--- src/hw/rtl/fsh_pkg.sv ---
`timescale 1ns / 1ps
// ----------------------------------------------------------------------------
// fsh_pkg: shared definitions for the error-diffusion halftone unit
// Field widths, register indexes and reset values, arithmetic constants and
// the position flags that travel with each pixel.
// ----------------------------------------------------------------------------
package fsh_pkg;

	// Defaults for the top-level parameters.
	localparam int MAX_WIDTH_DEF     = 1024;
	localparam int FRACTION_BITS_DEF = 8;

	// Interface field widths.
	localparam int CHAN_W     = 8;
	localparam int THR_W      = 9;
	localparam int WIDTH_W    = 11;
	localparam int HEIGHT_W   = 14;
	localparam int CFG_IDX_W  = 2;
	localparam int CFG_DATA_W = 14;

	// One lane per colour channel: red, green, blue.
	localparam int NUM_LANES = 3;

	// Register indexes on the configuration port.
	localparam logic [CFG_IDX_W-1:0] REG_THRESHOLD = 2'd0;
	localparam logic [CFG_IDX_W-1:0] REG_WIDTH     = 2'd1;
	localparam logic [CFG_IDX_W-1:0] REG_HEIGHT    = 2'd2;

	// Register values after reset.
	localparam logic [THR_W-1:0]    THR_RESET    = 9'd128;
	localparam logic [WIDTH_W-1:0]  WIDTH_RESET  = 11'd1024;
	localparam logic [HEIGHT_W-1:0] HEIGHT_RESET = 14'd1024;

	// Fixed-point arithmetic: stored values saturate at +-SAT_INT whole units,
	// which with the sign needs STORE_INT_W integer bits.
	localparam int SAT_INT     = 1023;
	localparam int STORE_INT_W = 11;
	localparam int FULL_LEVEL  = 255;

	// Diffusion weights, in sixteenths.
	localparam int WEIGHT_W     = 3;
	localparam int WEIGHT_SHIFT = 4;
	localparam logic [WEIGHT_W-1:0] W_RIGHT      = 3'd7;
	localparam logic [WEIGHT_W-1:0] W_DOWN_LEFT  = 3'd3;
	localparam logic [WEIGHT_W-1:0] W_DOWN       = 3'd5;
	localparam logic [WEIGHT_W-1:0] W_DOWN_RIGHT = 3'd1;

	// Where a pixel sits in the frame.
	typedef struct packed {
		logic first_col;
		logic first_row;
		logic last_col;
		logic last_row;
	} pos_t;

endpackage

--- src/hw/rtl/fsh_merge.sv ---
`timescale 1ns / 1ps
// ----------------------------------------------------------------------------
// fsh_merge: joins the lane results
// Registers the output word and packs the lanes' row-below sums into line
// buffer writes.
// ----------------------------------------------------------------------------
module fsh_merge #(
	parameter int AW = $clog2(fsh_pkg::MAX_WIDTH_DEF),
	parameter int SW = fsh_pkg::FRACTION_BITS_DEF + fsh_pkg::STORE_INT_W
) (
	input  logic                                     clk,
	input  logic                                     arst_n,
	input  logic                                     fire,
	input  logic                                     out_stall,
	input  fsh_pkg::pos_t                            pos,
	input  logic [AW-1:0]                            col,
	input  logic [fsh_pkg::NUM_LANES-1:0]            lane_on,
	input  logic [fsh_pkg::NUM_LANES-1:0][SW-1:0]    lane_left,
	input  logic [fsh_pkg::NUM_LANES-1:0][SW-1:0]    lane_below,
	output logic                                     out_valid,
	output logic [fsh_pkg::NUM_LANES-1:0]            on_bits,
	output logic                                     frame_end,
	output logic                                     wr_en,
	output logic [AW-1:0]                            wr_addr,
	output logic [fsh_pkg::NUM_LANES*SW-1:0]         wr_data,
	output logic                                     pend_set,
	output logic [AW-1:0]                            pend_addr,
	output logic [fsh_pkg::NUM_LANES*SW-1:0]         pend_data
);

	logic                            out_valid_q;
	logic [fsh_pkg::NUM_LANES-1:0]   on_q;
	logic                            frame_end_q;
	logic                            keep;

	// Nothing is saved for a row that does not follow. A pixel past the
	// first column settles the entry to its lower left; the last pixel of a
	// row also settles its own column, which is held in the one-entry store
	// until it can be written, unless the row is a single pixel wide.
	always_comb begin
		keep      = fire && !pos.last_row;
		wr_en     = keep && (!pos.first_col || pos.last_col);
		wr_addr   = pos.first_col ? col : col - AW'(1);
		wr_data   = pos.first_col ? lane_below : lane_left;
		pend_set  = keep && pos.last_col && !pos.first_col;
		pend_addr = col;
		pend_data = lane_below;
	end

	always_ff @(posedge clk or negedge arst_n) begin
		if (!arst_n) begin
			out_valid_q <= 1'b0;
		end else if (fire) begin
			out_valid_q <= 1'b1;
		end else if (!out_stall) begin
			out_valid_q <= 1'b0;
		end
	end

	always_ff @(posedge clk) begin
		if (fire) begin
			on_q        <= lane_on;
			frame_end_q <= pos.last_col && pos.last_row;
		end
	end

	assign out_valid = out_valid_q;
	assign on_bits   = on_q;
	assign frame_end = frame_end_q;

endmodule

--- config.mk ---
export PLATFORM = sky130hd
export DESIGN_NAME = fsh_merge
export DESIGN_NICKNAME = d
export VERILOG_FILES = /design/src/hw/rtl/fsh_pkg.sv /design/src/hw/rtl/fsh_merge.sv
export SDC_FILE = /design/constraint.sdc
export NUM_CORES = 1
export LEC_CHECK = 0
export ABC_CLOCK_PERIOD_IN_PS = 2430
export BUFFER_PORTS_ARGS = -buffer_cell sky130_fd_sc_hd__buf_2
export CORE_AREA = 5 5 104 106
export CTS_BUF_LIST = sky130_fd_sc_hd__clkbuf_16
export DETAILED_ROUTE_END_ITERATION = 16
export DIE_AREA = 0 0 109 111
export MAX_ROUTING_LAYER = met4
export PLACE_DENSITY = 0.56
export SLEW_MARGIN = 20
export SYNTH_ARGS = -nofsm -noshare
export SYNTH_HDL_FRONTEND = slang
export SYNTH_SLANG_ARGS = --single-unit
--- constraint.sdc ---
create_clock -name clk -period 2.43 [get_ports clk]
set_input_delay 0.486 -clock clk [delete_from_list [all_inputs] [get_ports clk]]
set_output_delay 0.486 -clock clk [all_outputs]
set_load 0.01 [all_outputs]
# Yosys cells after proc, flatten, opt, wreduce, memory -nomap -nowiden
# Index checks and enable logic that the tools add are counted.
[op_classes]
eq_ne = 1
add_sub_neg = 1
n_mux = 4
reduce_logical = 8
[ops]
columns = ["operator", "n"]
rows = [
  ["two-way mux 57 bit", 1],
  ["two-way mux 10 bit", 1],
  ["subtractor 10 x 1 -> 10 bit (second input constant)", 1],
  ["logical AND 1 bit", 5],
  ["zero test 1 bit", 2],
  ["two-way mux 1 bit", 2],
  ["inequality test 2 bit (second input constant)", 1],
  ["logical OR 1 bit", 1],
]
[word_totals]
input_bits = 135
regBits = 5

# Depth between registers and ports, before layout
# Gate-level depths: netlist (run 1).
[logic_depth]
word_depth = 4
ltp_mapped = 5

# Worst setup path before layout (run 1)
# OpenSTA, ideal clock, no wires.
[synth_timing]
path_type = "input to output"
startpoint = "input port col[0]"
endpoint = "output port wr_addr[4]"
setup_slack_ps = 691
path_buffers = 0
t_required_ps = 1944
stages = 5
t_arrival_ps = 1253
cell_sequence = "inv_1 > ha_1 > nor3b_4 > and2b_1 > xor2_1"
[synth_via]
elab_chain_len = 2
[synth_lines]
columns = ["element", "line_no", "text"]
rows = [
  ["start: declaration", "fsh_merge.sv:16", "input logic [AW-1:0] col,"],
  ["subtractor 10 x 1 -> 10 bit", "fsh_merge.sv:43", "wr_addr = pos.first_col ? col : col - AW'(1);"],
  ["two-way mux 10 bit", "fsh_merge.sv:43", ""],
  ["end: declaration", "fsh_merge.sv:24", "output logic [AW-1:0] wr_addr,"],
]
# Every way passes these cells.

# Final worst setup path (run 1)
[layout_timing]
startpoint = "input port pos[3] (netlist name)"
endpoint = "output port wr_data[47] (netlist name)"
[layout_via]
elab_chain_len = 1
[layout_lines]
columns = ["element", "line_no", "text"]
rows = [
  ["start: declaration", "fsh_merge.sv:15", "input fsh_pkg::pos_t pos,"],
  ["two-way mux 57 bit", "fsh_merge.sv:44", "wr_data = pos.first_col ? lane_below : lane_left;"],
  ["end: declaration", "fsh_merge.sv:25", "output logic [fsh_pkg::NUM_LANES*SW-1:0] wr_data,"],
]
# Every way passes these cells.

==> results of run 1 <==
==> layer usage <==
layer	GRT usage, %	up-vias	share of wire [%]
met1	12.1	883	38
met4	2.27	0	1.1
met2	17.7	123	52
li1	-	925	-
met5	-	-	0
met3	1.46	6	7.9
==> how the worst max path moves through the flow <==
stage / start / endpoint / slack (ps) / depth (start not counted)
after global routing: pos[3] / wr_data[46] / 240 / 4
final: pos[3] / wr_data[47] / 320 / 4
after global placement: pos[3] / wr_data[47] / 320 / 4
after CTS: pos[3] / wr_data[46] / 290 / 4
after floorplan: col[0] / wr_addr[4] / 690 / 5
after detailed placement: pos[3] / wr_data[46] / 300 / 4
==> cell families (layout without fill, tap and decap cells) <==
logic type	Yosys count	in the layout	synth area share, %
buffers and inverters	77	283	35.9
muxes	57	57	40.4
and+or+nand+nor	18	18	8.20
xor gates and xnor gates	8	8	4.41
DFF	5	5	9.14
AOI/OAI and AO/OA	3	3	1.10
adders and majority gates	1	1	0.788
==> metrics by stage <==
stage | util (%) | hold WS [ps] | cell area [sq um] | std cells
2_1_floorplan | - | 190 | 1590 | 169
3_3_place_gp | 26.8 | 266 | 2590 | 504
3_5_place_dp | 26.8 | 262 | 2590 | 504
4_1_cts | 27.6 | 22.6 | 2670 | 508
5_1_grt | 27.6 | 16.0 | 2670 | 508
6_report | 27.6 | 28.0 | 2670 | 508
==> power by group through the flow <==
stage,sequential [uW],clock (uW),combinational [uW]
2_1_floorplan,107,0,292
3_3_place_gp,103,0,495
3_5_place_dp,103,0,500
4_1_cts,102,273,502
5_1_grt,103,284,535
6_report,102,264,495
==> flip-flops by register name, indices dropped and copies added (netlist names) <==
| signal | cells |
|---|---|
| frame_end | 1 |
| out_valid | 1 |
| on_bits | 3 |
==> cell usage in the layout (no fill, tap or decap), drive strengths merged <==
master,instances
xor2,2
nand2,3
nor4,1
nor2,3
edfxtp,4
ha,1
nor3,1
and2,1
nand4b,1
nand2b,1
xnor2,6
o21ai,2
inv,4
nand3,2
nor2b,1
dfrtp,1
a21o,1
mux2,57
clkbuf,3
nor4bb,1
buf,276
and2b,1
nor3b,2
==> cell type report <==
class / instances / area [sq um]
Clock buffer: 3 / 75.1
Clock inverter: 1 / 3.75
Fill cell: 1058 / 7010
Inverter: 3 / 11.3
Multi-Input combinational cell: 87 / 872
Sequential cell: 5 / 145
Tap cell: 133 / 166
Timing Repair Buffer: 276 / 1400
==> worst max-delay path, stage by stage <==
cell and delay [ps]:
buf_2 210, buf_4 370, mux2_2 390, buf_2 150
==> flow_metrics.env, run 1 <==
export IMPL_status="finished, final reports clean"
export IMPL_dp_slack_ps=299
export IMPL_antenna_found_initial=0
export IMPL_crit_fanout=29
export IMPL_ys_warn_count=0
export IMPL_finalMaxSlewViolations=0
export IMPL_end_kind="output port"
export IMPL_clockRootBuffer="clkbuf_16"
export IMPL_required_ps=1940
export IMPL_p_clk_share_pct=30.7
export IMPL_internal_power_uw=571
export IMPL_rsz0062_at_grt="false"
export IMPL_clkSlewWorstSetupHoldPaths_ps=30
export IMPL_layout_drive_gt1_share_pct=90.1
export IMPL_insertion_delay_ps=220
export IMPL_syn_area_sq_um=1590
export IMPL_max_slew_margin_pct=76.4
export IMPL_finalHoldViolCount=0
export IMPL_finalSetupViolCount=0
export IMPL_syn_num_nets=305
export IMPL_yosysTopAreaCell="mux2_2"
export IMPL_vdd_drop_max_mv=0.278
export IMPL_cp_start_kind="input pin"
export IMPL_firstDrtPassIters=4
export IMPL_cellLeakagePower_uw=0.00150
export IMPL_p_sw_share_pct=33.6
export IMPL_syn_avg_cell_area_sq_um=9.40
export IMPL_post_route_period_util_pct=86.8
export IMPL_worst_setup_path_type="input pin to output port"
export IMPL_async_flop_share_pct=20.0
export IMPL_p_seq_share_pct=11.9
export IMPL_cts_setup_buffers=0
export IMPL_setup_slack_ps=321
export IMPL_worst_pin_slew_ps=354
export IMPL_reg2reg_to="out_valid"
export IMPL_die_area_sq_um=12100
export IMPL_synth_area_leaders="mux2_2 (40%), buf_4 (35%), edfxtp_1 (7.6%), xnor2_1 (3.3%), dfrtp_1 (1.6%)"
export IMPL_ys_seq_elements=5
export IMPL_drc=0
export IMPL_cts_buffer_depth=2
export IMPL_grt_use_total_pct=10.1
export IMPL_area_growth_pct=68.3
export IMPL_p_per_area_nw_per_um2=322
export IMPL_grt_pass1_wl_um=9860
export IMPL_wire_per_inst_um=13.2
export IMPL_wirelength_um=6710
export IMPL_gp_congestion=0.838
export IMPL_die_x_um=109
export IMPL_diodes=0
export IMPL_cts_max_level=1
export IMPL_drtIter0Drc=65
export IMPL_port_buffers=274
export IMPL_total_power_uw=861
export IMPL_yosys_top_cells_count="buf_4 (73), mux2_2 (57), xnor2_1 (6)"
export IMPL_cts_tree="built"
export IMPL_seq_area_frac_synth_pct=9.14
export IMPL_initial_core_util_pct=16.4
export IMPL_worstRegToRegCells=1
export IMPL_rows=36
export IMPL_grt_overflow=0
export IMPL_grt_pass1_vias=2008
export IMPL_tns_ps=0
export IMPL_holdBufCountCts=0
export IMPL_grt_max_degree=33
export IMPL_period_needed_ps=2110
export IMPL_synth_main_ff_cell="edfxtp_1"
export IMPL_p_switching_uw=289
export IMPL_fmax_mhz=474
export IMPL_clkSinkCount=5
export IMPL_num_vias=1937
export IMPL_rr_startpoint="out_valid"
export IMPL_yosysMostFrequentCell="buf_4"
export IMPL_synth_edff_count=4
export IMPL_netlist_instances=169
export IMPL_cts_buffers=3
export IMPL_synthDistinctLibCells=24
export IMPL_synth_top_area_share_pct=40.4
export IMPL_ctsResizeCount=0
export IMPL_hp_class="input pin to async pin"
export IMPL_fp_coreArea_sq_um=9680
export IMPL_nets=512
export IMPL_r2r_slack_ps=1770
export IMPL_place_hpwl_um=6140
export IMPL_antenna_left=0
export IMPL_vias_per_cell=3.81
export IMPL_maxCapViolations=0
export IMPL_worstPathArrival_ps=1620
export IMPL_finClkSkew_ps=0
export IMPL_combinationalPowerShare_pct=57.5
export IMPL_ioPinCount=276
export IMPL_die_h_um=111
Note: power is estimated with default switching activity, not from simulation.
==> run 2: changes to the inputs <==
==> constraint.sdc (replaced) <==
create_clock -name clk -period 2.43 [get_ports clk]
set_input_delay 0 -clock clk [delete_from_list [all_inputs] [get_ports clk]]
set_output_delay 0 -clock clk [all_outputs]
set_load 0.01 [all_outputs]
==> run 2 against run 1 <==
Routed wire length fell by 0.51%. Cell area rose by 1.6%. Register-to-register slack barely moved. Fmax rose by 45%. Core utilization rose by 0.44 points. Sequential power barely moved. Via count fell by 1.3%. Critical path type unchanged.
==> flow_metrics.env, run 2 (synthesis gave the netlist of run 1 again) <==
export IMPL_status="finished, final reports clean"
export IMPL_period_needed_ps=1450
export IMPL_final_cell_mix="buf_2 (274), mux2_2 (57), xnor2_1 (6)"
export IMPL_dpl_cell_count=503
export IMPL_drc=0
export IMPL_clkSinkCount=5
export IMPL_cts_max_level=1
export IMPL_port_buffers=274
export IMPL_cellLeakagePower_uw=0.00152
export IMPL_p_per_area_nw_per_um2=318
export IMPL_holdWs_ps=62.1
export IMPL_die_area_sq_um=12100
export IMPL_num_vias=1911
export IMPL_required_ps=2430
export IMPL_hp_class="input pin to flop"
export IMPL_initial_core_util_pct=16.4
export IMPL_maxCapViolations=0
export IMPL_wire_per_inst_um=13.0
export IMPL_cp_start_kind="input pin"
export IMPL_largest_reg_flops=3
export IMPL_tns_ps=0
export IMPL_grt_pass1_vias=2044
export IMPL_worst_pin_slew_ps=807
export IMPL_nets=516
export IMPL_finalNonFillerCells=512
export IMPL_rows=36
export IMPL_grt_use_total_pct=10.0
export IMPL_crit_fanout=36
export IMPL_final_common_cell="buf_2"
export IMPL_clkSlewWorstSetupHoldPaths_ps=30
export IMPL_place_hpwl_um=6040
export IMPL_fmax_mhz=688
export IMPL_gp_congestion=0.863
export IMPL_die_h_um=111
export IMPL_insertion_delay_ps=220
export IMPL_rsz0062_at_grt="false"
export IMPL_max_slew_margin_pct=46.2
export IMPL_firstDrtPassIters=4
export IMPL_cts_setup_buffers=0
export IMPL_hold_depth=2
export IMPL_post_route_period_util_pct=59.8
export IMPL_finClkSkew_ps=0
export IMPL_ctsResizeCount=0
export IMPL_worstRegToRegCells=1
export IMPL_diodes=0
export IMPL_wirelength_um=6670
export IMPL_finalSetupViolCount=0
export IMPL_holdBufCountCts=5
export IMPL_area_growth_pct=71.0
export IMPL_cts_tree="built"
export IMPL_finalHoldViolCount=0
export IMPL_layout_drive_gt1_share_pct=88.9
export IMPL_die_x_um=109
export IMPL_worst_setup_path_type="input pin to output port"
export IMPL_clockRootBuffer="clkbuf_16"
export IMPL_fp_coreArea_sq_um=9680
export IMPL_antenna_found_initial=0
export IMPL_antenna_left=0
export IMPL_cts_buffers=3
export IMPL_worstPathArrival_ps=1450
export IMPL_vdd_drop_max_mv=0.260
export IMPL_vias_per_cell=3.73
export IMPL_end_kind="output port"
export IMPL_grt_overflow=0
export IMPL_finalMaxSlewViolations=0
export IMPL_drtIter0Drc=83
export IMPL_grt_pass1_wl_um=9890
export IMPL_grt_max_degree=37
export IMPL_ioPinCount=276
export IMPL_cts_buffer_depth=2
==> run 2: cell count changes in the layout (fill, tap and decap cells not counted), sizes merged <==
cell         delta
buf             -1
dlygate4sd3     +5
==> run 2: final timing paths <==
| path | startpoint | endpoint | slack [ps] |
|---|---|---|---|
| worst max-delay path | pos[3] | wr_data[47] | 980 |
| worst min-delay path | fire | out_valid | 60 |
| worst max register to register | out_valid | out_valid | 1770 |
| worst min register to register | out_valid | out_valid | 490 |
| max in group asynchronous | arst_n | out_valid | 2250 |
| min in group asynchronous | arst_n | out_valid | 90 |
==> run 2: routing by layer <==
metal | global-route usage [%] | routed length [um] | vias to the layer above
li1 | - | - | 932
met1 | 11.9 | 2620 | 853
met2 | 18.3 | 3530 | 122
met3 | 1.16 | 490 | 4
met4 | 1.43 | 35 | 0
met5 | - | 0 | -
==> run 2: stage by stage <==
| step | cell area, sq um | power [uW] | utilization [%] | worst slack [ps] |
|---|---|---|---|---|
| 2_1_floorplan | 1590 | 399 | - | 1660 |
| 3_3_place_gp | 2590 | 597 | 26.7 | 975 |
| 3_5_place_dp | 2590 | 602 | 26.7 | 934 |
| 4_1_cts | 2720 | 878 | 28.0 | 936 |
| 5_1_grt | 2720 | 919 | 28.0 | 888 |
| 6_report | 2720 | 864 | 28.0 | 977 |
==> run 2: layout make-up <==
type / instances / area (sq um)
Sequential cell: 5 / 145
Tap cell: 133 / 166
Multi-Input combinational cell: 87 / 872
Timing Repair Buffer: 280 / 1440
Clock inverter: 1 / 3.75
Fill cell: 1051 / 6970
Inverter: 3 / 11.3
Clock buffer: 3 / 75.1
==> run 2: critical path, stage by stage <==
cell and delay [ps]:
buf_2 610, buf_12 280, mux2_2 370, buf_2 150
==> run 2: power by group <==
| group | switching [uW] | total (uW) | internal [uW] |
|---|---|---|---|
| Combinational | 237 | 499 | 262 |
| Clock | 50.0 | 263 | 213 |
| Sequential | 1.87 | 102 | 100 |
==> run 3: changes to the inputs <==
--- a/config.mk
+++ b/config.mk
@@ -5,14 +5,15 @@
 export SDC_FILE = /design/constraint.sdc
 export NUM_CORES = 1
 export LEC_CHECK = 0
-export ABC_CLOCK_PERIOD_IN_PS = 2430
+export ABC_AREA = 1
+export ABC_CLOCK_PERIOD_IN_PS = 1350
 export BUFFER_PORTS_ARGS = -buffer_cell sky130_fd_sc_hd__buf_2
-export CORE_AREA = 5 5 104 106
+export CORE_AREA = 5 5 103 105
 export CTS_BUF_LIST = sky130_fd_sc_hd__clkbuf_16
 export DETAILED_ROUTE_END_ITERATION = 16
-export DIE_AREA = 0 0 109 111
+export DIE_AREA = 0 0 108 110
 export MAX_ROUTING_LAYER = met4
-export PLACE_DENSITY = 0.56
+export PLACE_DENSITY = 0.58
 export SLEW_MARGIN = 20
 export SYNTH_ARGS = -nofsm -noshare
 export SYNTH_HDL_FRONTEND = slang
==> constraint.sdc (replaced) <==
create_clock -name clk -period 1.35 [get_ports clk]
set_input_delay 0 -clock clk [delete_from_list [all_inputs] [get_ports clk]]
set_output_delay 0 -clock clk [all_outputs]
set_load 0.01 [all_outputs]
==> run 3 against run 2 <==
Clock skew unchanged. Critical path type unchanged. Largest cell class unchanged. Register-to-register slack lost 1000 ps. Sequential share of layout area fell by 0.15 points. First-iteration DRC count is 60% higher. Clock power is 78% higher. Count of clock-buffer cells in the layout unchanged. Highest routed layer unchanged. Sequential power grew 82%. Worst setup slack got worse by 630 ps. Synthesized cell count up 83%.
==> flow_metrics.env, run 3 <==
export IMPL_status="finished, final reports clean"
export IMPL_worst_setup_path_type="input pin to output port"
export IMPL_fin_area_sq_um=2790
export IMPL_reg2reg_to="out_valid"
export IMPL_firstDrtPassIters=4
export IMPL_final_common_cell="buf_2"
export IMPL_synth_edff_count=4
export IMPL_synthDistinctLibCells=24
export IMPL_syn_avg_cell_area_sq_um=5.41
export IMPL_worstPathArrival_ps=1000
export IMPL_largest_reg_flops=3
export IMPL_maxCapViolations=0
export IMPL_holdCritStartpoint="pos[0]"
export IMPL_post_route_period_util_pct=74.1
export IMPL_finalSetupViolCount=0
export IMPL_place_hpwl_um=6410
export IMPL_required_ps=1350
export IMPL_rr_startpoint="out_valid"
export IMPL_grt_max_degree=39
export IMPL_fmax_mhz=999
export IMPL_synth_area_leaders="nand2_1 (41%), buf_4 (31%), edfxtp_1 (7.2%), xor2_1 (2.1%), inv_1 (2.0%)"
export IMPL_worst_pin_slew_ps=334
export IMPL_port_buffers=274
export IMPL_die_x_um=108
export IMPL_nets=653
export IMPL_area_growth_pct=66.5
export IMPL_cts_max_level=1
export IMPL_ioPinCount=276
export IMPL_max_slew_margin_pct=77.7
export IMPL_diodes=0
export IMPL_rows=36
export IMPL_clkSlewWorstSetupHoldPaths_ps=30
export IMPL_hp_class="input pin to flop"
export IMPL_worstRegToRegCells=2
export IMPL_cts_buffers=3
export IMPL_p_per_area_nw_per_um2=562
export IMPL_synth_main_ff_cell="edfxtp_1"
export IMPL_clkSinkCount=5
export IMPL_fp_coreArea_sq_um=9550
export IMPL_ys_warn_count=0
export IMPL_crit_fanout=22
export IMPL_clockRootBuffer="clkbuf_16"
export IMPL_syn_num_nets=446
export IMPL_hold_depth=3
export IMPL_die_h_um=110
export IMPL_antenna_left=0
export IMPL_num_vias=2465
export IMPL_die_area_sq_um=11900
export IMPL_finalHoldViolCount=0
export IMPL_yosys_top_cells_count="nand2_1 (185), buf_4 (70), inv_1 (9)"
export IMPL_seq_area_frac_synth_pct=8.65
export IMPL_fillers=1094
export IMPL_vias_per_cell=3.80
export IMPL_grt_pass1_vias=2238
export IMPL_final_cell_mix="buf_2 (274), nand2_1 (185), inv_1 (10)"
export IMPL_grt_overflow=0
export IMPL_netlist_instances=310
export IMPL_cts_buffer_depth=2
export IMPL_yosysMostFrequentCell="nand2_1"
export IMPL_wirelength_um=7260
export IMPL_grt_use_total_pct=10.6
export IMPL_ctsResizeCount=0
export IMPL_cts_setup_buffers=0
export IMPL_drtIter0Drc=133
export IMPL_rsz0062_at_grt="false"
export IMPL_synth_top_area_share_pct=41.4
export IMPL_ys_seq_elements=5
export IMPL_r2r_slack_ps=750
export IMPL_placed_cell_area_sq_um=2670
export IMPL_drc=0
export IMPL_cellLeakagePower_uw=0.00189
export IMPL_finalMaxSlewViolations=0
export IMPL_vdd_drop_max_mv=0.550
export IMPL_syn_area_sq_um=1680
export IMPL_wire_per_inst_um=11.2
export IMPL_cts_tree="built"
export IMPL_finClkSkew_ps=0
export IMPL_insertion_delay_ps=220
export IMPL_whs_endpoint="frame_end"
export IMPL_antenna_found_initial=0
export IMPL_yosysTopAreaCell="nand2_1"
export IMPL_period_needed_ps=1000
export IMPL_layout_drive_gt1_share_pct=56.6
export IMPL_end_kind="output port"
export IMPL_tns_ps=0
export IMPL_grt_pass1_wl_um=10100
export IMPL_cp_start_kind="input pin"
export IMPL_gp_congestion=0.821
export IMPL_initial_core_util_pct=17.6
export IMPL_async_flop_share_pct=20.0
run 3: changes by cell type after synthesis, moves of 3 or more:
cell,delta
mux2_2,-57
xnor2_1,-4
nand2_1,+182
nor3_2,+3
buf_2,+6
buf_4,-3
inv_1,+6
run 3: layout make-up:
type                    count  area [sq um]  share of cell area (%)
inverters                  12          47.5                    1.70
clock buffers               3          75.1                    2.69
well taps                 133           166                    5.96
multi-input cells         213           900                    32.2
clock inverters             1          3.75                   0.134
flip-flops and latches      5           145                    5.19
repair buffers            282          1460                    52.1
run 3: power breakdown:
part | total, uW | switching (uW) | internal (uW)
logic | 916 | 501 | 415
clock network | 469 | 86.1 | 383
registers | 186 | 4.74 | 181
total | 1570 | 592 | 978
run 3: stage by stage:
step / instances / hold slack [ps] / total power, uW / util, % / worst slack, ps
2_1_floorplan: 310 / -296 / 717 / - / 641
3_3_place_gp: 640 / -224 / 1090 / 27.9 / 332
3_5_place_dp: 640 / -224 / 1100 / 27.9 / 312
4_1_cts: 649 / 50.6 / 1590 / 29.3 / 312
5_1_grt: 649 / 63.5 / 1690 / 29.3 / 207
6_report: 649 / 48.3 / 1570 / 29.3 / 349
run 3: per-layer routing:
layer,up-vias,share of wire (%),global-route usage (%)
li1,1280,-,-
met1,1027,39,11.8
met2,156,51,20.7
met3,2,9.8,1.28
met4,0,0.37,1.08
met5,-,0,-
run 3: how the worst max path moves through the flow:
stage / startpoint / cells after the start / to / slack [ps]
3_5_place_dp: pos[3] / 7 / wr_addr[7] / 310
2_1_floorplan: col[0] / 5 / wr_addr[6] / 640
3_3_place_gp: pos[3] / 9 / wr_addr[9] / 330
4_1_cts: pos[3] / 7 / wr_addr[7] / 310
5_1_grt: pos[3] / 7 / wr_addr[7] / 210
6_report: pos[3] / 7 / wr_addr[7] / 350
run 3: logic make-up (layout without fill, tap and decap cells):
family,Yosys count,in the layout,synth area share (%)
adders and majority gates,1,1,0.746
buffers and inverters,92,298,37.7
DFF,5,5,8.65
xor gates and xnor gates,6,6,3.13
AOI/OAI and AO/OA,2,2,0.596
and+or+nand+nor,204,204,49.1
run 3: critical path, stage by stage:
cell and delay [ps]:
buf_2 180, inv_4 230, nand2_2 110, nor2_4 130, nand2_1 70, xnor2_1 130
buf_2 150
run 3: what timing repair did:
item / in CTS / in global routing
endpoints found under the hold margin: 5 / 0
endpoints found under the setup margin: 0 / 0
hold buffers: 5 / 0
