### src/hw/rtl/fsh_pkg.sv
`timescale 1ns / 1ps
// ----------------------------------------------------------------------------
// fsh_pkg: shared definitions for the error-diffusion halftone unit
// Field widths, register indexes and reset values, arithmetic constants and
// the position flags that travel with each pixel.
// ----------------------------------------------------------------------------
package fsh_pkg;

	// Defaults for the top-level parameters.
	localparam int MAX_WIDTH_DEF     = 1024;
	localparam int FRACTION_BITS_DEF = 8;

	// Interface field widths.
	localparam int CHAN_W     = 8;
	localparam int THR_W      = 9;
	localparam int WIDTH_W    = 11;
	localparam int HEIGHT_W   = 14;
	localparam int CFG_IDX_W  = 2;
	localparam int CFG_DATA_W = 14;

	// One lane per colour channel: red, green, blue.
	localparam int NUM_LANES = 3;

	// Register indexes on the configuration port.
	localparam logic [CFG_IDX_W-1:0] REG_THRESHOLD = 2'd0;
	localparam logic [CFG_IDX_W-1:0] REG_WIDTH     = 2'd1;
	localparam logic [CFG_IDX_W-1:0] REG_HEIGHT    = 2'd2;

	// Register values after reset.
	localparam logic [THR_W-1:0]    THR_RESET    = 9'd128;
	localparam logic [WIDTH_W-1:0]  WIDTH_RESET  = 11'd1024;
	localparam logic [HEIGHT_W-1:0] HEIGHT_RESET = 14'd1024;

	// Fixed-point arithmetic: stored values saturate at +-SAT_INT whole units,
	// which with the sign needs STORE_INT_W integer bits.
	localparam int SAT_INT     = 1023;
	localparam int STORE_INT_W = 11;
	localparam int FULL_LEVEL  = 255;

	// Diffusion weights, in sixteenths.
	localparam int WEIGHT_W     = 3;
	localparam int WEIGHT_SHIFT = 4;
	localparam logic [WEIGHT_W-1:0] W_RIGHT      = 3'd7;
	localparam logic [WEIGHT_W-1:0] W_DOWN_LEFT  = 3'd3;
	localparam logic [WEIGHT_W-1:0] W_DOWN       = 3'd5;
	localparam logic [WEIGHT_W-1:0] W_DOWN_RIGHT = 3'd1;

	// Where a pixel sits in the frame.
	typedef struct packed {
		logic first_col;
		logic first_row;
		logic last_col;
		logic last_row;
	} pos_t;

endpackage

### src/hw/rtl/fsh_lane.sv
`timescale 1ns / 1ps
// ----------------------------------------------------------------------------
// fsh_lane: one colour channel of the error-diffusion core
// Thresholds the corrected channel value, forms the weighted errors and keeps
// the right-hand carry and the partial sums for the row below.
// ----------------------------------------------------------------------------
module fsh_lane #(
	parameter int FRACTION_BITS = fsh_pkg::FRACTION_BITS_DEF
) (
	input  logic                                                  clk,
	input  logic                                                  arst_n,
	input  logic                                                  fire,
	input  fsh_pkg::pos_t                                         pos,
	input  logic [fsh_pkg::THR_W-1:0]                             thr,
	input  logic [fsh_pkg::CHAN_W-1:0]                            pix,
	input  logic signed [FRACTION_BITS+fsh_pkg::STORE_INT_W-1:0]  row_err,
	output logic                                                  on,
	output logic signed [FRACTION_BITS+fsh_pkg::STORE_INT_W-1:0]  left_val,
	output logic signed [FRACTION_BITS+fsh_pkg::STORE_INT_W-1:0]  below_val
);

	localparam int SW = FRACTION_BITS + fsh_pkg::STORE_INT_W;
	localparam int VW = SW + 2;
	localparam int EW = SW + 1;
	localparam int PW = EW + 3;

	localparam logic signed [VW-1:0] LIM_V  = VW'(fsh_pkg::SAT_INT * (2 ** FRACTION_BITS));
	localparam logic signed [VW-1:0] NLIM_V = -LIM_V;
	localparam logic signed [EW-1:0] LIM_E  = EW'(fsh_pkg::SAT_INT * (2 ** FRACTION_BITS));
	localparam logic signed [EW-1:0] NLIM_E = -LIM_E;
	localparam logic signed [PW-1:0] LIM_P  = PW'(fsh_pkg::SAT_INT * (2 ** FRACTION_BITS));
	localparam logic signed [PW-1:0] NLIM_P = -LIM_P;
	localparam logic signed [EW-1:0] FULL_E = EW'(fsh_pkg::FULL_LEVEL * (2 ** FRACTION_BITS));
	localparam logic signed [EW-1:0] ZERO_E = '0;
	localparam logic signed [SW-1:0] ZERO_S = '0;

	function automatic logic signed [SW-1:0] sat_v(input logic signed [VW-1:0] a);
		logic signed [VW-1:0] r;
		begin
			if (a > LIM_V) r = LIM_V;
			else if (a < NLIM_V) r = NLIM_V;
			else r = a;
			return SW'(r);
		end
	endfunction

	function automatic logic signed [SW-1:0] sat_e(input logic signed [EW-1:0] a);
		logic signed [EW-1:0] r;
		begin
			if (a > LIM_E) r = LIM_E;
			else if (a < NLIM_E) r = NLIM_E;
			else r = a;
			return SW'(r);
		end
	endfunction

	// Error times k sixteenths, rounded towards minus infinity, saturated.
	function automatic logic signed [SW-1:0] weigh(
		input logic signed [EW-1:0]               e,
		input logic [fsh_pkg::WEIGHT_W-1:0]       k
	);
		logic signed [PW-1:0] ep;
		logic signed [PW-1:0] kp;
		logic signed [PW-1:0] q;
		logic signed [PW-1:0] r;
		begin
			ep = PW'(e);
			kp = PW'(k);
			q  = (ep * kp) >>> fsh_pkg::WEIGHT_SHIFT;
			if (q > LIM_P) r = LIM_P;
			else if (q < NLIM_P) r = NLIM_P;
			else r = q;
			return SW'(r);
		end
	endfunction

	logic signed [SW-1:0] right_q;
	logic signed [SW-1:0] pend_q;
	logic signed [SW-1:0] diag_q;

	logic signed [SW-1:0] right_eff;
	logic signed [SW-1:0] pend_eff;
	logic signed [SW-1:0] diag_eff;
	logic signed [SW-1:0] row_eff;
	logic signed [VW-1:0] pix_v;
	logic signed [VW-1:0] sum_v;
	logic signed [SW-1:0] val;
	logic signed [SW-1:0] thr_s;
	logic signed [EW-1:0] err;
	logic signed [SW-1:0] w_right;
	logic signed [SW-1:0] w_dleft;
	logic signed [SW-1:0] w_down;
	logic signed [SW-1:0] w_dright;

	always_comb begin
		right_eff = pos.first_col ? ZERO_S : right_q;
		pend_eff  = pos.first_col ? ZERO_S : pend_q;
		diag_eff  = pos.first_col ? ZERO_S : diag_q;
		row_eff   = pos.first_row ? ZERO_S : row_err;

		pix_v = VW'({pix, {FRACTION_BITS{1'b0}}});
		sum_v = pix_v + VW'(right_eff) + VW'(row_eff);
		val   = sat_v(sum_v);

		thr_s = SW'({thr, {FRACTION_BITS{1'b0}}});
		on    = (val >= thr_s);
		err   = EW'(val) - (on ? FULL_E : ZERO_E);

		w_right  = weigh(err, fsh_pkg::W_RIGHT);
		w_dleft  = weigh(err, fsh_pkg::W_DOWN_LEFT);
		w_down   = weigh(err, fsh_pkg::W_DOWN);
		w_dright = weigh(err, fsh_pkg::W_DOWN_RIGHT);

		left_val  = sat_e(EW'(pend_eff) + EW'(w_dleft));
		below_val = sat_e(EW'(diag_eff) + EW'(w_down));
	end

	always_ff @(posedge clk or negedge arst_n) begin
		if (!arst_n) begin
			right_q <= '0;
			pend_q  <= '0;
			diag_q  <= '0;
		end else if (fire) begin
			right_q <= pos.last_col ? ZERO_S : w_right;
			if (!pos.last_row) begin
				pend_q <= below_val;
				diag_q <= w_dright;
			end
		end
	end

endmodule

### config.mk
export PLATFORM = sky130hd
export DESIGN_NAME = fsh_lane
export DESIGN_NICKNAME = d
export VERILOG_FILES = /design/src/hw/rtl/fsh_pkg.sv /design/src/hw/rtl/fsh_lane.sv
export SDC_FILE = /design/constraint.sdc
export NUM_CORES = 1
export LEC_CHECK = 0
export ABC_AREA = 1
export BUFFER_PORTS_ARGS = -buffer_cell sky130_fd_sc_hd__buf_2
export CORE_ASPECT_RATIO = 2
export CORE_MARGIN = 2
export CORE_UTILIZATION = 69
export CTS_CLUSTER_SIZE = 20
export DETAILED_ROUTE_END_ITERATION = 10
export GPL_ROUTABILITY_DRIVEN = 0
export PLACE_DENSITY_LB_ADDON = 0.25
export SLEW_MARGIN = 20
export SYNTH_ARGS = -nofsm -noshare
export SYNTH_HDL_FRONTEND = slang
export SYNTH_SLANG_ARGS = --single-unit
### constraint.sdc
create_clock -name clk -period 24.6 [get_ports clk]
set_input_delay 2.46 -clock clk [delete_from_list [all_inputs] [get_ports clk]]
set_output_delay 2.46 -clock clk [all_outputs]
set_load 0.05 [all_outputs]
== Word level (Yosys, flattened, before mapping) ==
Cells that the tools add are included.
Word-level totals
  word-level logic and storage cells: 48
  input port bits: 43
  output and inout bits: 39
  flip-flop bits (word level): 57
Cells by class
  add/subtract/negate cells: 5
  bitwise operators: 1
  reduce and logical (&&, ||, !) cells: 1
  multiply operators: 3
  multiplexer cells: 20
  $lt $le $gt $ge: 15
Operators by type and width (number)
  two-way mux 19 bit: 19
  greater-than comparator 19 bit, second input constant: 3
  less-than comparator 19 bit, second input constant: 3
  multiplier 20 x 4 -> 23 bit, second input constant: 2
  adder 19 x 19 -> 20 bit: 2
  greater-than comparator 20 x 19 -> 1 bit, second input constant: 2
  less-than comparator 20 x 19 -> 1 bit, second input constant: 2
  multiplier 20 x 3 -> 23 bit, second input constant: 1
  adder 20 x 19 -> 21 bit: 1
  greater-than comparator 21 x 19 -> 1 bit, second input constant: 1
  less-than comparator 21 x 19 -> 1 bit, second input constant: 1
  adder 17 x 19 -> 20 bit: 1
  subtractor 19 x 17 -> 20 bit: 1
  greater-or-equal comparator 19 x 18 -> 1 bit: 1
  greater-than comparator 16 x 19 -> 1 bit, second input constant: 1
  less-than comparator 16 x 19 -> 1 bit, second input constant: 1
  two-way mux 16 bit: 1
  AND reduction 2 bit: 1
  NOT 1 bit: 1

== Logic depth before layout (Yosys ltp) ==
Gate-level depths: netlist (run 1).
  word-level depth: 17
  mapped depth: 85
  mapped depth without buffers: 83

== Worst setup path before layout (run 1) ==
No wires, ideal clock.
  path kind: input to output
  start: input pos[2] (netlist name)
  end: output left_val[0] (netlist name)
  stages: 66
  slack: 7.962 ns
  arrival time: 14.178 ns
  buffers on the path: 3
  data required time: 22.140 ns
  path through: clkbuf_1 > clkbuf_1 > nor2_1 > fa_1 > ha_1 > nand2_1 > inv_1 > nand2_1 > nand2_1 > a21oi_1 > nand2_2 > nand2_2 > nand3_4 > xor2_4 > nand2_2 > clkbuf_1 > a21oi_1 > ha_1 > [... 30 more ...] > nor2_1 > ha_1 > inv_1 > fa_1 > o21ai_0 > nand2_1 > o211ai_1 > a21oi_1 > o21bai_1 > a21oi_1 > o21bai_1 > xor2_1 > nor3_1 > nand3_1 > nor3_1 > o21ai_0 > nand2_1 > nor2_1
Between the ends
  cells in the longest elaborated chain, start to end: 16
  elaborated cells on any way between the ends: 19
  classes of those cells: add/sub: 3; mul: 1; order compare: 7; mux: 8
RTL lines
  start: declaration: RTL line fsh_lane.sv:13  | input fsh_pkg::pos_t pos,
  two-way mux 19 bit *: RTL line fsh_lane.sv:99  | row_eff = pos.first_row ? ZERO_S : row_err;
  adder 20 x 19 -> 21 bit *: RTL line fsh_lane.sv:102  | sum_v = pix_v + VW'(right_eff) + VW'(row_eff);
  less-than comparator 21 x 19 -> 1 bit: RTL line fsh_lane.sv:41  | else if (a < NLIM_V) r = NLIM_V;
  two-way mux 19 bit: RTL line fsh_lane.sv:41
  two-way mux 19 bit *: RTL line fsh_lane.sv:40  | if (a > LIM_V) r = LIM_V;
  greater-or-equal comparator 19 x 18 -> 1 bit *: RTL line fsh_lane.sv:106  | on = (val >= thr_s);
  named net on: RTL line fsh_lane.sv:17  | output logic on,
  two-way mux 16 bit *: RTL line fsh_lane.sv:107  | err = EW'(val) - (on ? FULL_E : ZERO_E);
  subtractor 19 x 17 -> 20 bit *: RTL line fsh_lane.sv:107
  multiplier 20 x 3 -> 23 bit *: RTL line fsh_lane.sv:69  | q = (ep * kp) >>> fsh_pkg::WEIGHT_SHIFT;
  less-than comparator 19 bit: RTL line fsh_lane.sv:71  | else if (q < NLIM_P) r = NLIM_P;
  two-way mux 19 bit: RTL line fsh_lane.sv:71
  two-way mux 19 bit *: RTL line fsh_lane.sv:70  | if (q > LIM_P) r = LIM_P;
  adder 19 x 19 -> 20 bit *: RTL line fsh_lane.sv:114  | left_val = sat_e(EW'(pend_eff) + EW'(w_dleft));
  less-than comparator 20 x 19 -> 1 bit: RTL line fsh_lane.sv:51  | else if (a < NLIM_E) r = NLIM_E;
  two-way mux 19 bit: RTL line fsh_lane.sv:51
  two-way mux 19 bit *: RTL line fsh_lane.sv:50  | if (a > LIM_E) r = LIM_E;
  end: declaration: RTL line fsh_lane.sv:18  | output logic signed [FRACTION_BITS+fsh_pkg::STORE_INT_W-1:0] left_val,
The timed path passes the listed nets; every way through them passes the cells marked *.

== Worst setup path after layout (run 1) ==
  start: input pos[3] (netlist name)
  end: output left_val[7] (netlist name)
Between the ends
  cells in the longest elaborated chain, start to end: 17
  elaborated cells on any way between the ends: 21
  classes of those cells: add/sub: 4; mul: 1; order compare: 7; mux: 9
RTL lines
  two-way mux 19 bit: RTL line fsh_lane.sv:96  | right_eff = pos.first_col ? ZERO_S : right_q;
  adder 17 x 19 -> 20 bit: RTL line fsh_lane.sv:102
  adder 20 x 19 -> 21 bit: RTL line fsh_lane.sv:102
  less-than comparator 21 x 19 -> 1 bit: RTL line fsh_lane.sv:41
  two-way mux 19 bit: RTL line fsh_lane.sv:41
  two-way mux 19 bit: RTL line fsh_lane.sv:40
  greater-or-equal comparator 19 x 18 -> 1 bit: RTL line fsh_lane.sv:106
  two-way mux 16 bit: RTL line fsh_lane.sv:107
  subtractor 19 x 17 -> 20 bit: RTL line fsh_lane.sv:107
  multiplier 20 x 3 -> 23 bit: RTL line fsh_lane.sv:69
  less-than comparator 19 bit: RTL line fsh_lane.sv:71
  two-way mux 19 bit: RTL line fsh_lane.sv:71
  two-way mux 19 bit: RTL line fsh_lane.sv:70
  adder 19 x 19 -> 20 bit *: RTL line fsh_lane.sv:114
  less-than comparator 20 x 19 -> 1 bit: RTL line fsh_lane.sv:51
  two-way mux 19 bit: RTL line fsh_lane.sv:51
  two-way mux 19 bit *: RTL line fsh_lane.sv:50
Every way passes the cells marked *; elsewhere a longest branch is shown, timed or not.

==> results of run 1 <==
[routing by layer]
| metal | vias up | wire length, um |
|---|---|---|
| met3 | 305 | 2820 |
| met4 | 0 | 5030 |
| li1 | 6122 | - |
| met5 | - | 0 |
| met1 | 5828 | 12000 |
| met2 | 674 | 18800 |
[synth_stat cells (all sizes together), types with 9 or more instances]
library cell and number:
a21o 9, inv 364, nand4 36, nand3 105, ha 177, dfrtp 55, clkbuf 18, nand3b 9
xnor2 25, a21oi 102, xor2 57, o21ai 104, nand2 459, nor2 227, nor3 28, fa 29
[worst max-delay path, delay by kind of cell]
kind	cells	cell delay (ns)
buffers and inverters	10	2.34
XOR/XNOR	2	0.82
AO/OA/AOI/OAI	18	4.06
adder cells (fa/ha/maj)	9	2.94
AND/OR/NAND/NOR	28	4.40
[state kept, by name, summed over array words and instances (netlist names)]
name,count
diag_q,17
right_q,19
pend_q,19
[layout make-up]
class | count | area share, %
repair buffers | 85 | 3.50
well taps | 207 | 2.08
inverters | 366 | 11.1
flip-flops and latches | 55 | 11.1
clock buffers | 5 | 1.01
multi-input cells | 1433 | 71.0
clock inverters | 3 | 0.272
[metrics by stage]
| stage | hold slack, ns | setup WS (ns) |
|---|---|---|
| after floorplan | 0.449 | 7.96 |
| after global placement | 0.470 | 6.15 |
| after detailed placement | 0.473 | 5.84 |
| after CTS | 0.490 | 5.79 |
| after global routing | 0.518 | 4.01 |
| final | 0.486 | 5.05 |
[cell families after synthesis]
kind of cell | Yosys count | synth area share, %
AOI/OAI and AO/OA | 259 | 12.4
and+or+nand+nor | 886 | 32.7
buffers and inverters | 387 | 12.5
xor gates and xnor gates | 82 | 6.55
DFF | 55 | 11.8
adders and majority gates | 206 | 24.0
[final timing paths]
check                               to  depth (start not counted)
hold / removal              right_q[5]                          2
hold reg to reg             right_q[5]                          2
min in group asynchronous   pend_q[16]                          2
max in group asynchronous  right_q[18]                          2
setup reg to reg            pend_q[13]                         72
setup / recovery           left_val[7]                         67
==> impl_metrics.csv, run 1 <==
group,metric,value,unit
drt,wire_per_inst,18.0,um
final_layout,fin_area,0.0124,sq mm
clock_tree,cts-root-buf,"clkbuf_16",
sta,hold_viol,0,
yosys,synth-seq-area-share,11.8,%
yosys,synth.top_cell.area_share,19.0,%
clock_tree,cts_resized,0,
clock_tree,hold_buffers,0,
floorplanning,dieArea,0.0180,sq mm
final_layout,register_area,0.00138,sq mm
yosys,synth_edf_count,0,
drt,finalWirelength,38700,um
drt,drc,0,
final_layout,nets,2195,
placement,dpl-instance-area,0.0123,sq mm
critical_path,cp-end-kind,"output port",
clock_tree,cts_tree,"built",
grt,grt_use_met2,74.4,%
drt,vias,12900,
sta,fin_crit_sh,79.5,%
placement,place_inst,2146,
critical_path,cp-startpoint,"pos[3]",
floorplanning,ioPinCount,82,
drt,drtIter0Drc,841,
clock_tree,cts_setup_buffers,0,
sta,tightestPinTransition,1.04,ns
final_layout,final_cell_mix,"nand2_1 (438), inv_1 (363), nor2_1 (222)",
final_layout,area_growth,6.61,%
grt,overflow,0,
sta,final_max_slew_viol_count,0,
sta,finalCriticalPeriod,19.55,ns
grt,grt_pass1_vias,13000,
yosys,synthArstFlopShare,100,%
yosys,syn_inst,1875,
clock_tree,htree_levels,2,
grt,busiest_layer,"met2",
sta,setup_violations,0,
placement,place_hpwl,30800,um
grt,grtUsageMet3,10.3,%
grt,antenna_found_initial,0,
final_layout,nFillCells,1436,
yosys,synth.avg_cell_area,6.21,sq um
run_status,outcome,"finished clean",
yosys,synth_area_leaders,"ha_1 (19%), nand2_1 (14%), dfrtp_1 (12%), inv_1 (12%), nor2_1 (7.2%)",
clock_tree,clkTransAtPathRegs,0.07,ns
placement,io_buffer_count,81,
yosys,synth_area_leader_cell,"ha_1",
floorplanning,initial_core_util,69.8,%
yosys,ys_ff_latch,55,
critical_path,critPathSlowestCell,"nor2_1",
sta,clock_skew,0.0193,ns
floorplanning,num_rows,67,
yosys,synth_cell_types,52,
floorplanning,die_h,188,um
critical_path,crit_top_cell,"nand2_1",
critical_path,worst_setup_path_start_kind,"input pin",
yosys,synth-main-ff-cell,"dfrtp_1",
yosys,syn_nets,2124,
yosys,netlist_area,0.0117,sq mm
critical_path,reg2reg_slack,10.73,ns
critical_path,slowest_delay,0.75,ns
final_layout,drive_gt1_share,7.14,%
final_layout,utilization,74.5,%
grt,grt_max_degree,56,
clock_tree,clock_latency,0.31,ns
critical_path,r2r-start,"right_q[3]",
sta,maxSlewHeadroom,30.3,%
worst_hold_path,worstHoldStart,"right_q[5]",
clock_tree,cts_buffer_depth,2,
floorplanning,die-width,95.9,um
job,max_cap_violations,0,
grt,grt_util_met1,39.4,%
clock_tree,cts_sinks,55,
critical_path,critical_path_class,"input pin to output port",
worst_hold_path,min_path_type,"register to register",
drt,first_pass_iters,7,
drt,ant_nets,0,
final_layout,multi_input_area,0.00882,sq mm
sta,tns,0,ns
grt,track_usage,43.9,%
final_layout,final_common_cell,"nand2_1",
yosys,yosys_warnings,0,
drt,viasPerCell,6.00,
floorplanning,coreArea,0.0167,sq mm
sta,grt_setup_unrepaired,"no",
critical_path,crit_fanout,52,
final_layout,diodes,0,
clock_tree,cts_made_buffers,5,
critical_path,cp.required,22.14,ns
grt,grt_pass1_wl,61100,um
critical_path,crit_arrival,17.09,ns
sta,max_freq,0.0512,GHz
final_layout,stdcell_count,2154,
Power of run 1 is left out: the tool's default activity adds up to more than one toggle a clock period on the data nets, which glitch-free logic cannot reach.
==> inputs of run 2 (changes only) <==
Settings changed: CORE_UTILIZATION 69 to 58.
Clock period 24.6 ns to 16.6 ns, I/O delays scaled along.
==> impl_metrics.csv, run 2 (synthesis results as in run 1) <==
group,metric,value,unit
run_status,outcome,"finished clean",
clock_tree,cts_buffer_depth,2,
floorplanning,initial_core_util,58.8,%
final_layout,utilization,64.1,%
drt,vias,12500,
drt,drtIter0Drc,716,
critical_path,cp.required,14.94,ns
grt,grt_max_degree,56,
final_layout,drive_gt1_share,8.43,%
final_layout,final_common_cell,"nand2_1",
critical_path,critPathSlowestCell,"nor2_1",
drt,viasPerCell,5.61,
sta,layout_setup_ws,1.01,ns
grt,antenna_found_initial,0,
grt,grt_pass1_wl,59500,um
critical_path,cp-end-kind,"output port",
critical_path,path_buf_inv,7,
drt,wire_per_inst,16.9,um
sta,finalCriticalPeriod,15.59,ns
placement,io_buffer_count,81,
clock_tree,hold_buffers,0,
worst_hold_path,min_path_type,"register to register",
sta,hold_slack,0.497,ns
final_layout,area_growth,9.08,%
placement,place_hpwl,32000,um
grt,grt_pass1_vias,12600,
floorplanning,die_h,204,um
sta,tns,0,ns
critical_path,crit_top_cell,"nand2_1",
floorplanning,ioPinCount,82,
drt,finalWirelength,37700,um
critical_path,crit_fanout,19,
sta,max_freq,0.0641,GHz
final_layout,final_cell_mix,"nand2_1 (437), inv_1 (363), nor2_1 (221)",
drt,drc,0,
final_layout,nets,2216,
sta,tightestPinTransition,0.723,ns
floorplanning,dieArea,0.0213,sq mm
clock_tree,cts-root-buf,"clkbuf_16",
clock_tree,cts_sinks,55,
floorplanning,num_rows,73,
final_layout,nFillCells,1985,
job,max_cap_violations,0,
final_layout,diodes,0,
drt,first_pass_iters,5,
critical_path,worst_setup_path_start_kind,"input pin",
clock_tree,htree_levels,2,
sta,hold_viol,0,
clock_tree,clock_latency,0.31,ns
final_layout,reg_top3,"pend_q (19), right_q (19), diag_q (17)",
floorplanning,die-width,104,um
sta,maxSlewHeadroom,51.8,%
sta,fin_crit_sh,93.9,%
critical_path,cp_top_family,"simple AND/OR/NAND/NOR gates",
grt,overflow,0,
grt,track_usage,35.2,%
sta,clock_skew,0.0116,ns
clock_tree,cts_made_buffers,5,
sta,grt_setup_unrepaired,"no",
drt,ant_nets,0,
placement,post-place-ws,0.565,ns
floorplanning,coreArea,0.0198,sq mm
sta,setup_violations,0,
critical_path,slowest_delay,0.49,ns
critical_path,crit_arrival,13.93,ns
clock_tree,cts_tree,"built",
clock_tree,clkTransAtPathRegs,0.08,ns
sta,final_max_slew_viol_count,0,
critical_path,critical_path_class,"input pin to output port",
[run 2: cell types whose count changed in the layout (fill, tap and decap cells not counted), moves of 2 or more]
cell      before  now
buf_2         81   79
buf_4          4   24
clkbuf_4       0    2
nand2_4        7    9
o21ai_0      100   91
o21ai_1        2    9
o21ai_2        1    3
[run 2: layer usage]
metal	global-route usage, %	wire [um]	up-vias
met1	29.3	11800	5689
met2	68.8	20000	436
met4	35.4	4490	0
met3	3.73	1410	223
li1	-	-	6156
met5	0	0	-
[run 2: final cells by class]
type / instances / area (sq um) / share of cell area (%)
multi-input combinational: 1433 / 8860 / 69.7
sequential: 55 / 1380 / 10.8
inverter: 366 / 1380 / 10.8
timing repair buffer: 106 / 611 / 4.80
tap: 262 / 328 / 2.58
clock buffer: 5 / 125 / 0.984
clock inverter: 3 / 33.8 / 0.266
[run 2: path summary, 6_finish.rpt]
check                            from           to  slack [ns]  depth (start not counted)
min in group asynchronous      arst_n   pend_q[14]        1.49                          2
setup / recovery               pos[3]  left_val[7]        1.01                         69
setup reg to reg           right_q[3]    pend_q[4]        4.30                         70
hold reg to reg            right_q[3]   right_q[3]        0.50                          2
hold / removal             right_q[3]   right_q[3]        0.50                          2
max in group asynchronous      arst_n  right_q[16]       14.62                          2
[run 2: timing repair]
item / in CTS / in global routing
endpoints found under the hold margin: 0 / 0
setup buffers: 0 / 3
resized for setup: 0 / 20
endpoints found under the setup margin: 0 / 36
[run 2: metrics by stage]
stage                     std cells  cell area, sq um
final                          2230             12700
after detailed placement       2218             12500
after floorplan                1875             11700
after global routing           2230             12700
after global placement         2218             12500
after CTS                      2226             12600
[run 2: worst min-delay path, cell delays in order (launching register included)]
cell     delay, ns
dfrtp_1       0.35
nand2_1       0.05
o21ai_0       0.06
Power of run 2 is left out for the same reason.
==> inputs of run 3 (changes only) <==
Settings changed: CORE_UTILIZATION 58 to 64, SKIP_CTS_REPAIR_TIMING set to 1.
Clock period 16.6 ns to 15.45 ns, I/O delays scaled along.
==> impl_metrics.csv, run 3 (synthesis results as in run 1) <==
group,metric,value,unit
run_status,outcome,"finished clean",
critical_path,cp_top_family,"simple AND/OR/NAND/NOR gates",
worst_hold_path,min_path_type,"register to register",
critical_path,crit_arrival,13.30,ns
final_layout,area_growth,11.0,%
critical_path,critical_path_class,"input pin to output port",
sta,maxSlewHeadroom,51.7,%
drt,first_pass_iters,9,
final_layout,diodes,0,
sta,hold_viol,0,
final_layout,final_common_cell,"nand2_1",
clock_tree,cts_tree,"built",
clock_tree,cts-root-buf,"clkbuf_16",
critical_path,crit_top_cell,"nand2_1",
sta,tns,0,ns
critical_path,slowest_delay,0.44,ns
drt,ant_nets,0,
grt,grt_pass1_vias,12800,
grt,antenna_found_initial,0,
sta,final_max_slew_viol_count,0,
clock_tree,cts_buffer_depth,2,
floorplanning,coreArea,0.0178,sq mm
drt,drtIter0Drc,726,
drt,vias,12900,
final_layout,reg_top3,"pend_q (19), right_q (19), diag_q (17)",
clock_tree,cts_made_buffers,5,
sta,max_freq,0.0673,GHz
sta,tightestPinTransition,0.724,ns
critical_path,worst_setup_path_start_kind,"input pin",
final_layout,nFillCells,1555,
final_layout,multi_input_area,0.00903,sq mm
final_layout,register_area,0.00138,sq mm
placement,place_hpwl,31300,um
drt,wire_per_inst,17.4,um
clock_tree,clock_latency,0.31,ns
grt,grt_pass1_wl,60400,um
drt,viasPerCell,5.88,
floorplanning,dieArea,0.0194,sq mm
floorplanning,die-width,99.4,um
drt,drc,0,
critical_path,critPathSlowestCell,"fa_1",
sta,fin_crit_sh,96.1,%
final_layout,drive_gt1_share,10.9,%
final_layout,utilization,72.7,%
sta,clock_skew,0.0158,ns
placement,io_buffer_count,81,
sta,finalCriticalPeriod,14.85,ns
critical_path,crit_fanout,19,
grt,grt_max_degree,56,
sta,hold_slack,0.488,ns
clock_tree,htree_levels,2,
sta,setup_violations,0,
floorplanning,initial_core_util,65.5,%
floorplanning,die_h,195,um
grt,track_usage,39.1,%
clock_tree,cts_sinks,55,
grt,overflow,0,
job,max_cap_violations,0,
final_layout,nets,2227,
critical_path,path_buf_inv,10,
final_layout,final_cell_mix,"nand2_1 (432), inv_1 (362), nor2_1 (213)",
clock_tree,clkTransAtPathRegs,0.08,ns
floorplanning,num_rows,69,
critical_path,cp.required,13.91,ns
critical_path,cp-end-kind,"output port",
drt,finalWirelength,38100,um
floorplanning,ioPinCount,82,
run 3: cell count changes in the layout (fill, tap and decap cells not counted), moves of 4 or more:
cell,change
nand2_2,+6
nand2_1,-5
buf_2,-13
nor2_2,+8
a21oi_1,-6
a21oi_2,+6
buf_4,+13
nor2_1,-8
clkbuf_4,+11
o21ai_0,-4
run 3: final timing paths:
kind	startpoint	endpoint	slack [ns]	cells after the start
worst max-delay path	pos[3]	below_val[12]	0.60	69
worst min-delay path	right_q[0]	right_q[0]	0.49	2
worst max register to register	right_q[1]	pend_q[12]	3.36	77
worst min register to register	right_q[0]	right_q[0]	0.49	2
max in group asynchronous	arst_n	right_q[12]	13.58	2
min in group asynchronous	arst_n	pend_q[16]	1.37	2
run 3: metrics by stage:
stage          setup slack (ns)  std cells  area, sq um
2_1_floorplan             0.642       1875        11700
3_3_place_gp             0.0338       2171        12400
3_5_place_dp             -0.246       2171        12400
4_1_cts                  -0.262       2179        12600
5_1_grt                 -0.0649       2192        12900
6_report                  0.601       2192        12900
run 3: area by class of cell:
type	instances	share of cell area (%)
clock buffers	5	0.968
clock inverters	3	0.261
inverters	366	10.7
multi-input cells	1433	69.9
flip-flops and latches	55	10.6
well taps	213	2.06
repair buffers	117	5.54
run 3: worst reg2reg max path: cells and delay by family, from the launching register on:
family,cells,cell delay (ns)
xor gates and xnor gates,2,0.48
and+or+nand+nor,39,4.01
DFF,1,0.38
adders and majority gates,9,2.91
buffers and inverters,12,1.49
AOI/OAI and AO/OA,15,2.68
run 3: routing by layer:
| layer | wire [um] | track usage, % |
|---|---|---|
| met1 | 11800 | 33.9 |
| met2 | 19400 | 71.0 |
| met3 | 2000 | 7.16 |
| met4 | 4860 | 39.0 |
| met5 | 0 | 0 |
Power of run 3 is left out for the same reason.
